### config.mk
export PLATFORM = sky130hd
export DESIGN_NAME = iras_cell
export DESIGN_NICKNAME = d
export VERILOG_FILES = /design/src/hdl/iras_pkg.sv /design/src/hdl/iras_cell.sv
export SDC_FILE = /design/constraint.sdc
export NUM_CORES = 1
export LEC_CHECK = 0
export BUFFER_PORTS_ARGS = -buffer_cell sky130_fd_sc_hd__buf_2
export CAP_MARGIN = 10
export CORE_MARGIN = 1.5
export CORE_UTILIZATION = 47
export CTS_CLUSTER_DIAMETER = 80
export DETAILED_ROUTE_END_ITERATION = 8
export PLACE_DENSITY = 0.87
export SLEW_MARGIN = 10
export SYNTH_ARGS = -nofsm -noshare
export SYNTH_HDL_FRONTEND = slang
export SYNTH_SLANG_ARGS = --single-unit
export TNS_END_PERCENT = 5
### constraint.sdc
create_clock -name clk -period 6.4 [get_ports clk]
set_clock_uncertainty 0.05 [all_clocks]
set_input_delay 0.64 -clock clk [delete_from_list [all_inputs] [get_ports clk]]
set_output_delay 0.64 -clock clk [all_outputs]
set_load 0.02 [all_outputs]
### src/hdl/iras_pkg.sv
// Package for the interval room allocator: field widths, item structs,
// cell control struct and the sequencer state type.
// No dependencies.
package iras_pkg;

    localparam int DAY_W      = 30;
    localparam int ID_W       = 16;
    localparam int ROOM_OUT_W = 9;
    localparam int MAX_ROOMS_DEFAULT = 256;

    typedef struct packed {
        logic [DAY_W-1:0] arrival_day;
        logic [DAY_W-1:0] departure_day;
        logic [ID_W-1:0]  customer_id;
        logic             new_batch;
    } req_t;

    typedef struct packed {
        logic [ID_W-1:0]       customer_id_out;
        logic [ROOM_OUT_W-1:0] assigned_room;
        logic [ROOM_OUT_W-1:0] rooms_opened;
        logic                  overflow;
    } rsp_t;

    // What the row of cells does on the update cycle
    typedef enum logic [1:0] {
        OP_HOLD,
        OP_REPLACE,  // drop the head entry, insert the key
        OP_INSERT    // insert the key, tail grows by one
    } cell_op_t;

    typedef struct packed {
        cell_op_t         op;
        logic [DAY_W-1:0] key_dep;
    } cell_ctrl_t;

    typedef enum logic {
        ST_IDLE,
        ST_BUSY
    } seq_state_t;

endpackage

### src/hdl/iras_cell.sv
// One slot of the sorted busy-room list: holds (departure, room) and
// shifts toward its neighbors on insert or replace. Depends on iras_pkg.
module iras_cell #(
    parameter int IDX   = 0,
    parameter int CNT_W = 9
) (
    input  logic                         clk,
    input  iras_pkg::cell_ctrl_t         ctrl,
    input  logic [CNT_W-1:0]             key_room,
    input  logic [CNT_W-1:0]             cnt,
    input  logic                         left_lt,
    input  logic [iras_pkg::DAY_W-1:0]   left_dep,
    input  logic [CNT_W-1:0]             left_room,
    input  logic                         right_lt,
    input  logic [iras_pkg::DAY_W-1:0]   right_dep,
    input  logic [CNT_W-1:0]             right_room,
    output logic                         own_lt,
    output logic [iras_pkg::DAY_W-1:0]   dep,
    output logic [CNT_W-1:0]             room
);
    import iras_pkg::*;

    logic [DAY_W-1:0] dep_reg,  dep_next;
    logic [CNT_W-1:0] room_reg, room_next;
    logic             own_valid;

    // slots at or past the occupancy count act as +infinity
    assign own_valid = CNT_W'(IDX) < cnt;
    assign own_lt    = own_valid &&
                       ({dep_reg, room_reg} < {ctrl.key_dep, key_room});
    assign dep  = dep_reg;
    assign room = room_reg;

    always_comb
    begin
        dep_next  = dep_reg;
        room_next = room_reg;
        case (ctrl.op)
            OP_REPLACE:
            begin
                if (right_lt)
                begin
                    dep_next  = right_dep;
                    room_next = right_room;
                end
                else if ((IDX == 0) || own_lt)
                begin
                    dep_next  = ctrl.key_dep;
                    room_next = key_room;
                end
            end
            OP_INSERT:
            begin
                if (!own_lt)
                begin
                    if (left_lt)
                    begin
                        dep_next  = ctrl.key_dep;
                        room_next = key_room;
                    end
                    else
                    begin
                        dep_next  = left_dep;
                        room_next = left_room;
                    end
                end
            end
            default:
            begin
                dep_next  = dep_reg;
                room_next = room_reg;
            end
        endcase
    end

    always_ff @(posedge clk)
    begin
        dep_reg  <= dep_next;
        room_reg <= room_next;
    end

endmodule
## Word level (Yosys, flattened, before mapping)

Cells that the tools add are included.

| operators by class | value |
|---|---|
| magnitude comparators | 2 |
| equality and inequality tests | 3 |
| muxes and demuxes | 8 |
| reduce and logical (&&, ||, !) cells | 3 |

Operators with widths:

| operator | number |
|---|---|
| 2-to-1 mux 30 bit | 3 |
| case mux 30 bit (2 select lines) | 1 |
| < comparator 39 bit | 1 |
| 2-to-1 mux 9 bit | 3 |
| case mux 9 bit (2 select lines) | 1 |
| < comparator 1 x 9 -> 1 bit (first input constant) | 1 |
| equality test 2 x 1 -> 1 bit (second input constant) | 1 |
| equality test 2 bit (second input constant) | 1 |
| inequality test 2 bit (second input constant) | 1 |
| AND reduction 2 bit | 1 |
| nonzero test 2 bit | 1 |
| logical AND 1 bit | 1 |

| storage, ports and cells | value |
|---|---|
| flip-flop bits (word level) | 39 |
| input bits | 131 |
| logic and storage cells | 18 |

## Depth between registers and ports, before layout

Gate-level depths: netlist (run 1).

| logic depth | value |
|---|---|
| depth after elaboration | 4 |
| depth in mapped cells | 8 |

## Least setup slack after synthesis (run 1)

No wires, ideal clock.

| timing path | value |
|---|---|
| kind | input to register |
| start | input port ctrl[29] in the netlist's numbering |
| end | register dep_reg[0] (netlist: dep[0]) (enable) |
| setup time | 0.405 ns |
| data arrival time | 3.118 ns |
| slack | 2.827 ns |
| stages on the path | 7 |
| path buffers | 0 |
| path through | inv_1 > ha_1 > nand4_2 > or4_4 > nor4_4 > nor4_2 > o21ai_2 |

| between the ends | value |
|---|---|
| cells in the longest elaborated chain, start to end | 4 |

RTL lines:

| item | RTL line | RTL |
|---|---|---|
| start: declaration | iras_cell.sv:8 | `input iras_pkg::cell_ctrl_t ctrl,` |
| < comparator 39 bit | iras_cell.sv:30 | `({dep_reg, room_reg} < {ctrl.key_dep, key_room});` |
| logical AND 1 bit | iras_cell.sv:29 | `assign own_lt = own_valid &&` |
| via own_lt | iras_cell.sv:17 | `output logic own_lt,` |
| inequality test 2 bit (no line) | n/a |  |
| AND reduction 2 bit (no line) | n/a |  |
| end signal: assignment | iras_cell.sv:78 | `dep_reg <= dep_next;` |
| end: declaration | iras_cell.sv:23 | `logic [DAY_W-1:0] dep_reg, dep_next;` |

The timed path passes the listed nets, and every way through them passes these cells.
A chain may end at the register's enable or synchronous reset.

## Final worst setup path (run 1)

| timing path | value |
|---|---|
| start | input port ctrl[27] in the netlist's numbering |
| end | output port own_lt |

| between the ends | value |
|---|---|
| cells in the longest elaborated chain, start to end | 2 |

RTL lines:

| item | RTL line |
|---|---|
| < comparator 39 bit | iras_cell.sv:30 |
| logical AND 1 bit | iras_cell.sv:29 |
| end: declaration | iras_cell.sv:17 |

No other way between the ends.

==> out/results.tsv, run 1 <==
stage	metric	value	unit
synth	share of the yosys chip area belonging to registers	42.5	%
clock_network	buffer levels on the longest clock path	2	
global_route	largest net degree at the start of global routing	79	
synth	total nets after synthesis	451	
floorplan	number of placement rows	27	
route	count of antenna-violating nets left after detailed routing	0	
route	DRC violations left	0	
pwr	part of the power in combinational logic	30.9	%
cells_and_area	number of inserted filler cells in the final layout	474	
sta	number of hold-slack violations in the final timing report	0	
sta	tightest slew margin relative to the limit	48.9	%
min_path	Hold/Removal Path Class	in -> reg	
setup_path	worst endpoint required time	5.71	ns
synth	Synth cell types	26	
setup_path	most repeated library cell on the critical path	sky130_fd_sc_hd__buf_2	
sta	Fin Hold WS	0.640	ns
synth	synthesized area divided by synthesized cell count	9.77	sq um
clock_network	clock slew seen by the registers of the worst setup and hold paths	0.08	ns
floorplan	width of the die	79.5	um
route	initial DRC count	127	
pwr	Sw Share	31.1	%
setup_path	largest fanout on the critical path	2	
pwr	Pint	0.477	mW
route	routed wire length per instance	14.1	um
clock_network	library cell used as clock root buffer	sky130_fd_sc_hd__clkbuf_8	
global_route	number of antenna violations at the first check in global routing	0	
pwr	Psw	0.215	mW
synth	cell area after technology mapping	2750	sq um
clock_network	H-tree levels	2	
pwr	static leakage power	1.83	nW
synth	top post-synthesis cells by area	sky130_fd_sc_hd__edfxtp_1 43%, sky130_fd_sc_hd__ha_1 17%, sky130_fd_sc_hd__a31oi_1 9.1%	
global_route	via count of the first global-routing pass	2583	
synth	library cell occupying the most area in the post-synthesis netlist	sky130_fd_sc_hd__edfxtp_1	
clock_network	Worst-Skew Late Latency	0.29	ns
clock_network	clk sink count	39	
clock_network	number of instances resized during post-cts repair	0	
setup_path	number of buffers and inverters on the critical path	3	
pwr	Final Total Pwr	0.692	mW
route	count of vias placed by the detailed router	2826	
synth	count of state elements after synthesis	39	
cells_and_area	final net count	614	
sta	Max Transition Viols Final	0	
pwr	pwr/cell area	184	nW/um^2
setup_path	Worst Setup Start Kind	input port	
place	IO Port Bufs	170	
global_route	Total GRT Usage	22.7	%
floorplan	vertical die dimension	79.5	um
clock_network	hold buffer count at cts	0	
setup_path	arrival time of data at the critical path endpoint	2.51	ns
setup_path	Crit. End Element	output pin	
floorplan	Starting Density	49.4	%
setup_path	list of cells traversed by the critical path	buf_2, inv_1, ha_1, a211oi_1, nor2_1, or4_1, nor4_2, buf_2	
cells_and_area	Area Growth Syn to Fin	36.3	%
cells_and_area	antenna cell count	0	
pwr	share of power burned in the clock network	22.5	%
global_route	wire length of the first global-routing pass	11200	um
pwr	share of total power in sequential cells	46.5	%
run	max-cap viol count	0	
clock_network	CTS tree	built	
synth	top cell type's share of synthesized area	42.5	%
sta	RSZ-0062 raised after global routing	no	
sta	minimum period implied by the final worst setup slack	3.20	ns
sta	number of setup violations in the final report	0	
sta	fin crit share	50.1	%
sta	final setup TNS	0	ns
floorplan	number of top-level pins	171	
outcome	outcome	completed	
route	routed vias/inst	5.46	
sta	Max Clk Rate	312	MHz
clock_network	TritonCTS buffer count	5	
synth	synthesis warning total	0	
place	detailed-placement wirelength estimate	5670	um
setup_path	slowest cell delay on critical path	0.53	ns
floorplan	Die Outline Area	6330	sq um
place	weighted congestion reported at the end of routability-driven placement	0.818	
route	overall routed net length	7330	um
floorplan	core footprint	5570	sq um
synth	Cells after Synth	282	
clock_network	number of setup buffers added after CTS	0	
cells_and_area	max FFs per register	30	
cells_and_area	ratio of cells with drive above 1 in the final layout	41.5	%
setup_path	Top delay family on crit path	simple AND/OR/NAND/NOR gates	
pwr	IR drop worst, VDD	0.0787	mV
route	first-pass iteration count of the detailed router	4	
setup_path	type of the worst setup path	in -> out	
sta	slew at the pin closest to its max-slew limit	0.766	ns
setup_path	cell at the slowest stage of the critical path	sky130_fd_sc_hd__or4_1	
global_route	GRT Residual Overflow	0	
## placed cells by master (no fill, tap or decap), types with 6 or more instances in the layout
cell and count:
sky130_fd_sc_hd__a21oi_1 17, sky130_fd_sc_hd__edfxtp_1 39, sky130_fd_sc_hd__buf_2 170, sky130_fd_sc_hd__nand4_1 6, sky130_fd_sc_hd__o21ai_0 7, sky130_fd_sc_hd__inv_1 39, sky130_fd_sc_hd__nand2_1 12, sky130_fd_sc_hd__o22ai_1 39
sky130_fd_sc_hd__ha_1 38, sky130_fd_sc_hd__a31oi_1 40
## routing by layer
metal / part of all wire, % / global-route usage, %
met5: 0 / 0
met1: 42 / 27.1
met3: 6.5 / 4.23
met2: 51 / 42.2
met4: 0.76 / 4.74
## kinds of logic after synthesis
group | after synthesis | synth area share (%)
buf+inv | 56 | 7.72
flops | 39 | 42.5
compound gates | 108 | 23.8
fa+ha+maj | 38 | 17.3
simple gates | 41 | 8.72
## power by group through the flow
| stage | Sequential (mW) | Clock [mW] | Combinational [mW] |
|---|---|---|---|
| floorplan | 0.353 | 0 | 0.0997 |
| global placement | 0.327 | 0 | 0.203 |
| detailed placement | 0.328 | 0 | 0.212 |
| CTS | 0.323 | 0.160 | 0.213 |
| global route | 0.325 | 0.168 | 0.238 |
| finish | 0.322 | 0.156 | 0.214 |
## per-stage QoR
step	setup WS [ns]	instances	area [sq um]	util (%)
detailed placement	2.80	509	3650	65.5
CTS	3.10	517	3730	67.0
global route	3.07	518	3750	67.3
finish	3.20	518	3750	67.3
global placement	2.85	509	3650	65.5
floorplan	2.83	282	2750	-
## final timing paths
check	slack (ns)	depth (start not counted)	endpoint	start
setup / recovery	3.20	8	own_lt	ctrl[27]
hold reg to reg	1.25	4	dep[27]	dep[29]
hold / removal	0.64	3	dep[16]	ctrl[16]
setup reg to reg	3.50	7	dep[19]	dep[29]
## final cells by class
class	count	area [sq um]	area share [%]
inverters	39	146	3.90
flip-flops and latches	39	1170	31.2
clock buffers	6	72.6	1.93
clock inverters	2	7.51	0.200
well taps	72	90.1	2.40
multi-input cells	187	1380	36.8
repair buffers	173	886	23.6
## worst register-to-register path: cells and delay by family (launching register included)
kind / cells / cell delay (ns)
flip-flops: 1 / 0.41
AND/OR/NAND/NOR: 4 / 1.11
buffers and inverters: 1 / 0.26
adder cells (fa/ha/maj): 1 / 0.33
AO/OA/AOI/OAI: 1 / 0.44
## cell usage after synthesis
cell,n
sky130_fd_sc_hd__nor2b_1,1
sky130_fd_sc_hd__nand4_1,6
sky130_fd_sc_hd__or2_2,1
sky130_fd_sc_hd__a221oi_1,1
sky130_fd_sc_hd__clkbuf_1,15
sky130_fd_sc_hd__a21oi_1,17
sky130_fd_sc_hd__nand2_1,13
sky130_fd_sc_hd__nand3_1,4
sky130_fd_sc_hd__ha_1,38
sky130_fd_sc_hd__nor4_1,2
sky130_fd_sc_hd__or4_1,1
sky130_fd_sc_hd__o21ai_2,1
sky130_fd_sc_hd__inv_1,39
sky130_fd_sc_hd__nor2_1,5
sky130_fd_sc_hd__or4_4,1
sky130_fd_sc_hd__o21ai_0,7
sky130_fd_sc_hd__a31oi_1,40
sky130_fd_sc_hd__a21o_1,1
sky130_fd_sc_hd__o22ai_1,39
sky130_fd_sc_hd__buf_2,2
sky130_fd_sc_hd__nor4_2,1
sky130_fd_sc_hd__nor4_4,1
sky130_fd_sc_hd__a211oi_1,2
sky130_fd_sc_hd__edfxtp_1,39
sky130_fd_sc_hd__nand4_2,1
sky130_fd_sc_hd__nand2b_1,4
(Power assumes the default switching activity.)
==> run 2, diff against run 1 <==
--- a/config.mk
+++ b/config.mk
@@ -8,10 +8,10 @@
 export BUFFER_PORTS_ARGS = -buffer_cell sky130_fd_sc_hd__buf_2
 export CAP_MARGIN = 10
 export CORE_MARGIN = 1.5
-export CORE_UTILIZATION = 47
+export CORE_UTILIZATION = 44
 export CTS_CLUSTER_DIAMETER = 80
 export DETAILED_ROUTE_END_ITERATION = 8
-export PLACE_DENSITY = 0.87
+export PLACE_DENSITY = 0.82
 export SLEW_MARGIN = 10
 export SYNTH_ARGS = -nofsm -noshare
 export SYNTH_HDL_FRONTEND = slang
==> constraint.sdc (replaced) <==
create_clock -name clk -period 3.2 [get_ports clk]
set_clock_uncertainty 0.05 [all_clocks]
set_input_delay 0.32 -clock clk [delete_from_list [all_inputs] [get_ports clk]]
set_output_delay 0.32 -clock clk [all_outputs]
set_load 0.02 [all_outputs]
==> run 2 against run 1 <==
Effect of this change:
- worst hold slack got worse by 0.32 ns
- clock-buffer cell count increased by 1
- via count decreased by 0.11%
- sequential share of layout area decreased by 0.21 points
- design area increased by 0.67%
- first-iteration DRC count decreased by 35%
- critical path depth decreased by 2
- highest routed layer unchanged
==> out/results.tsv, run 2 (same netlist as run 1, synthesis figures left out) <==
stage	metric	value	unit	change
route	first-pass iteration count of the detailed router	4		unchanged
global_route	Total GRT Usage	22.0	%	-0.71 points
sta	number of setup violations in the final report	0		unchanged
cells_and_area	Area Growth Syn to Fin	37.2	%	
clock_network	CTS tree	built		
place	Placed Area	3700	sq um	+1.2%
floorplan	Starting Density	46.0	%	-3.4 points
route	DRC violations left	0		unchanged
floorplan	width of the die	82.1	um	+3.2%
sta	minimum period implied by the final worst setup slack	2.86	ns	
sta	slew at the pin closest to its max-slew limit	0.821	ns	+0.0552 ns
clock_network	number of instances resized during post-cts repair	0		unchanged
global_route	largest net degree at the start of global routing	47		-41%
place	detailed-placement wirelength estimate	5860	um	+3.4%
run	max-cap viol count	0		unchanged
global_route	fraction of met1 tracks used by global routing	26.8	%	-0.30 points
sta	RSZ-0062 raised after global routing	no		
place	worst slack after detailed placement	0.542	ns	-2.26 ns
clock_network	hold buffer count at cts	0		unchanged
global_route	GRT Residual Overflow	0		unchanged
cells_and_area	antenna cell count	0		unchanged
global_route	global-route track usage on met2	40.2	%	-2.0 points
cells_and_area	commonest non-fill, non-tap cell in the layout	sky130_fd_sc_hd__buf_2		
clock_network	Worst-Skew Late Latency	0.29	ns	about the same
clock_network	H-tree levels	2		unchanged
setup_path	arrival time of data at the critical path endpoint	2.49	ns	-0.02 ns
route	overall routed net length	7380	um	+0.74%
pwr	pwr/cell area	370	nW/um^2	+100%
global_route	busiest grt layer	met2		
place	weighted congestion reported at the end of routability-driven placement	0.766		-6.3%
route	routed wire length per instance	14.1	um	about the same
floorplan	Die Outline Area	6740	sq um	+6.6%
cells_and_area	ratio of cells with drive above 1 in the final layout	41.8	%	+0.35 points
global_route	number of antenna violations at the first check in global routing	0		unchanged
pwr	static leakage power	1.84	nW	+0.62%
floorplan	number of top-level pins	171		unchanged
floorplan	vertical die dimension	82.1	um	+3.2%
cells_and_area	most frequent cells in the layout	170 x sky130_fd_sc_hd__buf_2, 40 x sky130_fd_sc_hd__a31oi_1, 39 x sky130_fd_sc_hd__inv_1, 39 x sky130_fd_sc_hd__o22ai_1, 39 x sky130_fd_sc_hd__edfxtp_1		
clock_network	library cell used as clock root buffer	sky130_fd_sc_hd__clkbuf_8		
clock_network	clock slew seen by the registers of the worst setup and hold paths	0.07	ns	about the same
clock_network	TritonCTS buffer count	5		unchanged
min_path	Hold/Removal Path Class	in -> reg		
global_route	via count of the first global-routing pass	2600		+0.66%
setup_path	slowest cell delay on critical path	0.53	ns	about the same
route	count of antenna-violating nets left after detailed routing	0		unchanged
pwr	IR drop worst, VDD	0.162	mV	+110%
setup_path	Crit. End Element	output pin		
sta	post-route worst setup slack	0.341	ns	-2.86 ns
setup_path	type of the worst setup path	reg -> out		
outcome	outcome	completed		
sta	tightest slew margin relative to the limit	45.3	%	-3.7 points
floorplan	core footprint	5990	sq um	+7.5%
global_route	met3 demand-to-capacity share in global routing	3.96	%	-0.27 points
clock_network	number of setup buffers added after CTS	0		unchanged
sta	Max Transition Viols Final	0		unchanged
route	routed vias/inst	5.41		-0.87%
cells_and_area	post-route design area	3780	sq um	+0.67%
setup_path	largest fanout on the critical path	2		unchanged
floorplan	number of placement rows	28		+3.7%
setup_path	worst endpoint required time	2.83	ns	-2.88 ns
route	count of vias placed by the detailed router	2823		-0.11%
sta	number of hold-slack violations in the final timing report	0		unchanged
place	IO Port Bufs	170		unchanged
route	initial DRC count	83		-35%
clock_network	clk sink count	39		unchanged
clock_network	buffer levels on the longest clock path	2		unchanged
sta	fin crit share	89.4	%	
cells_and_area	max FFs per register	30		unchanged
cells_and_area	final net count	615		+0.16%
setup_path	cell at the slowest stage of the critical path	sky130_fd_sc_hd__or4_1		
global_route	wire length of the first global-routing pass	11400	um	+1.6%
setup_path	Worst Setup Start Kind	flop		
setup_path	list of cells traversed by the critical path	ha_1, a211oi_1, nor2_1, or4_1, nor4_2, buf_2		
sta	final setup TNS	0	ns	unchanged
sta	Max Clk Rate	350	MHz	
run 2: changes by cell type in the layout (fill, tap and decap cells not counted), sizes merged:
cell	delta
buf	+1
clkbuf	+1
clkinv	-1
run 2: critical path, delay by kind of cell, from the launching register on:
kind | cells | cell delay, ns
AOI/OAI and AO/OA | 1 | 0.23
adders and majority gates | 1 | 0.33
buffers and inverters | 1 | 0.26
DFF | 1 | 0.41
and+or+nand+nor | 3 | 0.99
run 2: path summary, 6_finish.rpt:
check / cells after the start / end / startpoint / slack, ns
max: 6 / own_lt / dep[27] / 0.34
min: 3 / dep[29] / ctrl[29] / 0.32
max reg2reg: 7 / dep[19] / dep[29] / 0.57
min reg2reg: 4 / dep[13] / dep[29] / 0.94
run 2: per-stage QoR:
stage / hold slack [ns] / util (%) / cells / power [mW]
after CTS: 0.316 / 63.1 / 522 / 1.42
after detailed placement: 0.621 / 61.7 / 514 / 1.09
after global routing: 0.341 / 63.1 / 522 / 1.48
after global placement: 0.613 / 61.7 / 514 / 1.07
final: 0.322 / 63.1 / 522 / 1.40
after floorplan: 0.506 / - / 282 / 0.906
run 2: per-layer routing:
layer | routed length (um) | part of all wire (%)
met1 | 3060 | 41
met3 | 502 | 6.8
met5 | 0 | 0
met4 | 70 | 0.95
met2 | 3750 | 51
run 2: where the power goes:
part           total, mW  leakage (nW)  switching, mW  internal (mW)
Clock              0.321        0.0422          0.168          0.153
Sequential         0.644         0.367         0.0219          0.622
Combinational      0.432          1.43          0.246          0.186
Total               1.40          1.84          0.436          0.961
run 2: cell type report:
cell class | instances | area, sq um
inverters | 39 | 146
multi-input cells | 187 | 1380
flip-flops and latches | 39 | 1170
repair buffers | 174 | 906
clock buffers | 7 | 76.3
fillers | 519 | 2210
well taps | 75 | 93.8
clock inverters | 1 | 5.00
==> run 3, diff against run 2 <==
--- a/config.mk
+++ b/config.mk
@@ -12,6 +12,7 @@
 export CTS_CLUSTER_DIAMETER = 80
 export DETAILED_ROUTE_END_ITERATION = 8
 export PLACE_DENSITY = 0.82
+export REMOVE_ABC_BUFFERS = 1
 export SLEW_MARGIN = 10
 export SYNTH_ARGS = -nofsm -noshare
 export SYNTH_HDL_FRONTEND = slang
==> run 3 against run 2 <==
Effect of this change:
- final cell count decreased by 0.19%
- die area unchanged
- maximum frequency decreased by 0.23%
- register-to-register slack about the same
- flip-flop and latch count unchanged
- combinational power about the same
- core utilization decreased by 0.13 points
- clock-buffer cell count unchanged
- worst hold slack improved by 0.0050 ns
- largest power group unchanged
==> out/results.tsv, run 3 (same netlist as run 1, synthesis figures left out) <==
stage	metric	value	unit	change
setup_path	type of the worst setup path	reg -> out		
min_path	source of the worst hold timing path	key_room[0]		
clock_network	Worst-Skew Late Latency	0.29	ns	about the same
clock_network	H-tree levels	2		unchanged
floorplan	number of top-level pins	171		unchanged
place	weighted congestion reported at the end of routability-driven placement	0.771		+0.55%
cells_and_area	most frequent cells in the layout	170 x sky130_fd_sc_hd__buf_2, 40 x sky130_fd_sc_hd__a31oi_1, 39 x sky130_fd_sc_hd__inv_1, 39 x sky130_fd_sc_hd__o22ai_1, 39 x sky130_fd_sc_hd__edfxtp_1		
pwr	static leakage power	1.83	nW	-0.23%
global_route	via count of the first global-routing pass	2622		+0.85%
route	count of vias placed by the detailed router	2868		+1.6%
cells_and_area	ratio of cells with drive above 1 in the final layout	41.7	%	-0.13 points
route	initial DRC count	94		+13%
place	detailed-placement wirelength estimate	5870	um	+0.11%
clock_network	number of setup buffers added after CTS	0		unchanged
route	DRC violations left	0		unchanged
floorplan	Die Outline Area	6740	sq um	unchanged
sta	Max Clk Rate	349	MHz	-0.23%
cells_and_area	multi-input combinational cell area	1380	sq um	unchanged
pwr	pwr/cell area	369	nW/um^2	-0.32%
global_route	largest net degree at the start of global routing	62		+32%
cells_and_area	number of inserted filler cells in the final layout	525		+1.2%
clock_network	buffer levels on the longest clock path	2		unchanged
route	overall routed net length	7400	um	+0.28%
setup_path	worst setup path startpoint	dep[27]		
clock_network	clk sink count	39		unchanged
global_route	Total GRT Usage	21.9	%	-0.10 points
cells_and_area	max FFs per register	30		unchanged
sta	RSZ-0062 raised after global routing	no		
clock_network	CTS tree	built		
cells_and_area	final net count	614		-0.16%
sta	Max Transition Viols Final	0		unchanged
sta	tightest slew margin relative to the limit	26.7	%	-19 points
sta	number of hold-slack violations in the final timing report	0		unchanged
sta	Fin Hold WS	0.327	ns	+0.00495 ns
floorplan	number of placement rows	28		unchanged
setup_path	arrival time of data at the critical path endpoint	2.50	ns	about the same
cells_and_area	antenna cell count	0		unchanged
floorplan	vertical die dimension	82.1	um	unchanged
clock_network	clock slew seen by the registers of the worst setup and hold paths	0.07	ns	about the same
place	IO Port Bufs	170		unchanged
route	first-pass iteration count of the detailed router	4		unchanged
global_route	number of antenna violations at the first check in global routing	0		unchanged
route	count of antenna-violating nets left after detailed routing	0		unchanged
clock_network	number of instances resized during post-cts repair	0		unchanged
run	max-cap viol count	0		unchanged
setup_path	Worst Setup Start Kind	flop		
setup_path	worst endpoint required time	2.83	ns	about the same
floorplan	core footprint	5990	sq um	unchanged
floorplan	Starting Density	46.0	%	unchanged
global_route	wire length of the first global-routing pass	11300	um	-0.79%
setup_path	launch instance of the worst register-to-register path	dep[27]		
clock_network	library cell used as clock root buffer	sky130_fd_sc_hd__clkbuf_8		
sta	slew at the pin closest to its max-slew limit	1.10	ns	+0.278 ns
pwr	Final Total Pwr	1.39	mW	-0.52%
setup_path	Crit. End Element	output pin		
pwr	IR drop worst, VDD	0.187	mV	+15%
cells_and_area	commonest non-fill, non-tap cell in the layout	sky130_fd_sc_hd__buf_2		
route	routed wire length per instance	14.2	um	+0.48%
outcome	outcome	completed		
route	routed vias/inst	5.50		+1.8%
min_path	Hold/Removal Path Class	in -> reg		
sta	fin crit share	89.6	%	+0.21 points
sta	number of setup violations in the final report	0		unchanged
sta	minimum period implied by the final worst setup slack	2.87	ns	+0.00673 ns
clock_network	TritonCTS buffer count	5		unchanged
floorplan	width of the die	82.1	um	unchanged
setup_path	largest fanout on the critical path	2		unchanged
clock_network	hold buffer count at cts	0		unchanged
cells_and_area	Reg area	1170	sq um	unchanged
global_route	GRT Residual Overflow	0		unchanged
cells_and_area	Area Growth Syn to Fin	36.9	%	
run 3: cell types whose count changed in the layout (fill, tap and decap cells not counted), sizes merged:
cell / delta
buf: -1
run 3: path summary, 6_finish.rpt:
kind              to  slack, ns  depth (start not counted)
max           own_lt       0.33                          6
min          room[0]       0.33                          3
max reg2reg  room[0]       0.58                          7
min reg2reg  dep[28]       1.21                          5
run 3: routing by layer:
layer | part of all wire, % | wire, um | track usage (%)
met1 | 39 | 2920 | 25.2
met2 | 53 | 3930 | 41.6
met3 | 6.5 | 479 | 3.96
met4 | 0.95 | 70 | 5.42
met5 | 0 | 0 | 0
run 3: cell type report:
class	count	area share, %
Multi-Input combinational cell	187	36.6
Sequential cell	39	31.1
Timing Repair Buffer	173	23.8
Inverter	39	3.88
Tap cell	75	2.49
Clock buffer	7	2.02
Clock inverter	1	0.133
run 3: worst max-delay path, stage by stage (launching register included):
cell and delay [ns]:
sky130_fd_sc_hd__edfxtp_1 0.41, sky130_fd_sc_hd__ha_1 0.32, sky130_fd_sc_hd__a211oi_1 0.22, sky130_fd_sc_hd__nor2_1 0.07, sky130_fd_sc_hd__or4_1 0.56, sky130_fd_sc_hd__nor4_2 0.37
sky130_fd_sc_hd__buf_2 0.25
run 3: power breakdown:
part / leakage [nW] / internal, mW / total [mW] / switching (mW)
clock network: 0.0422 / 0.153 / 0.315 / 0.162
registers: 0.367 / 0.622 / 0.646 / 0.0234
logic: 1.43 / 0.185 / 0.430 / 0.245
total: 1.83 / 0.960 / 1.39 / 0.430
run 3: per-stage QoR:
step           instance area, sq um  setup WS [ns]  std cells  setup TNS [ns]  utilization, %
6_report                       3770          0.334        521               0            62.9
5_1_grt                        3770          0.232        521               0            62.9
4_1_cts                        3770          0.326        521               0            62.9
3_5_place_dp                   3690          0.530        513               0            61.6
3_3_place_gp                   3690          0.599        513               0            61.6
2_1_floorplan                  2690         -0.229        265           -8.92               -
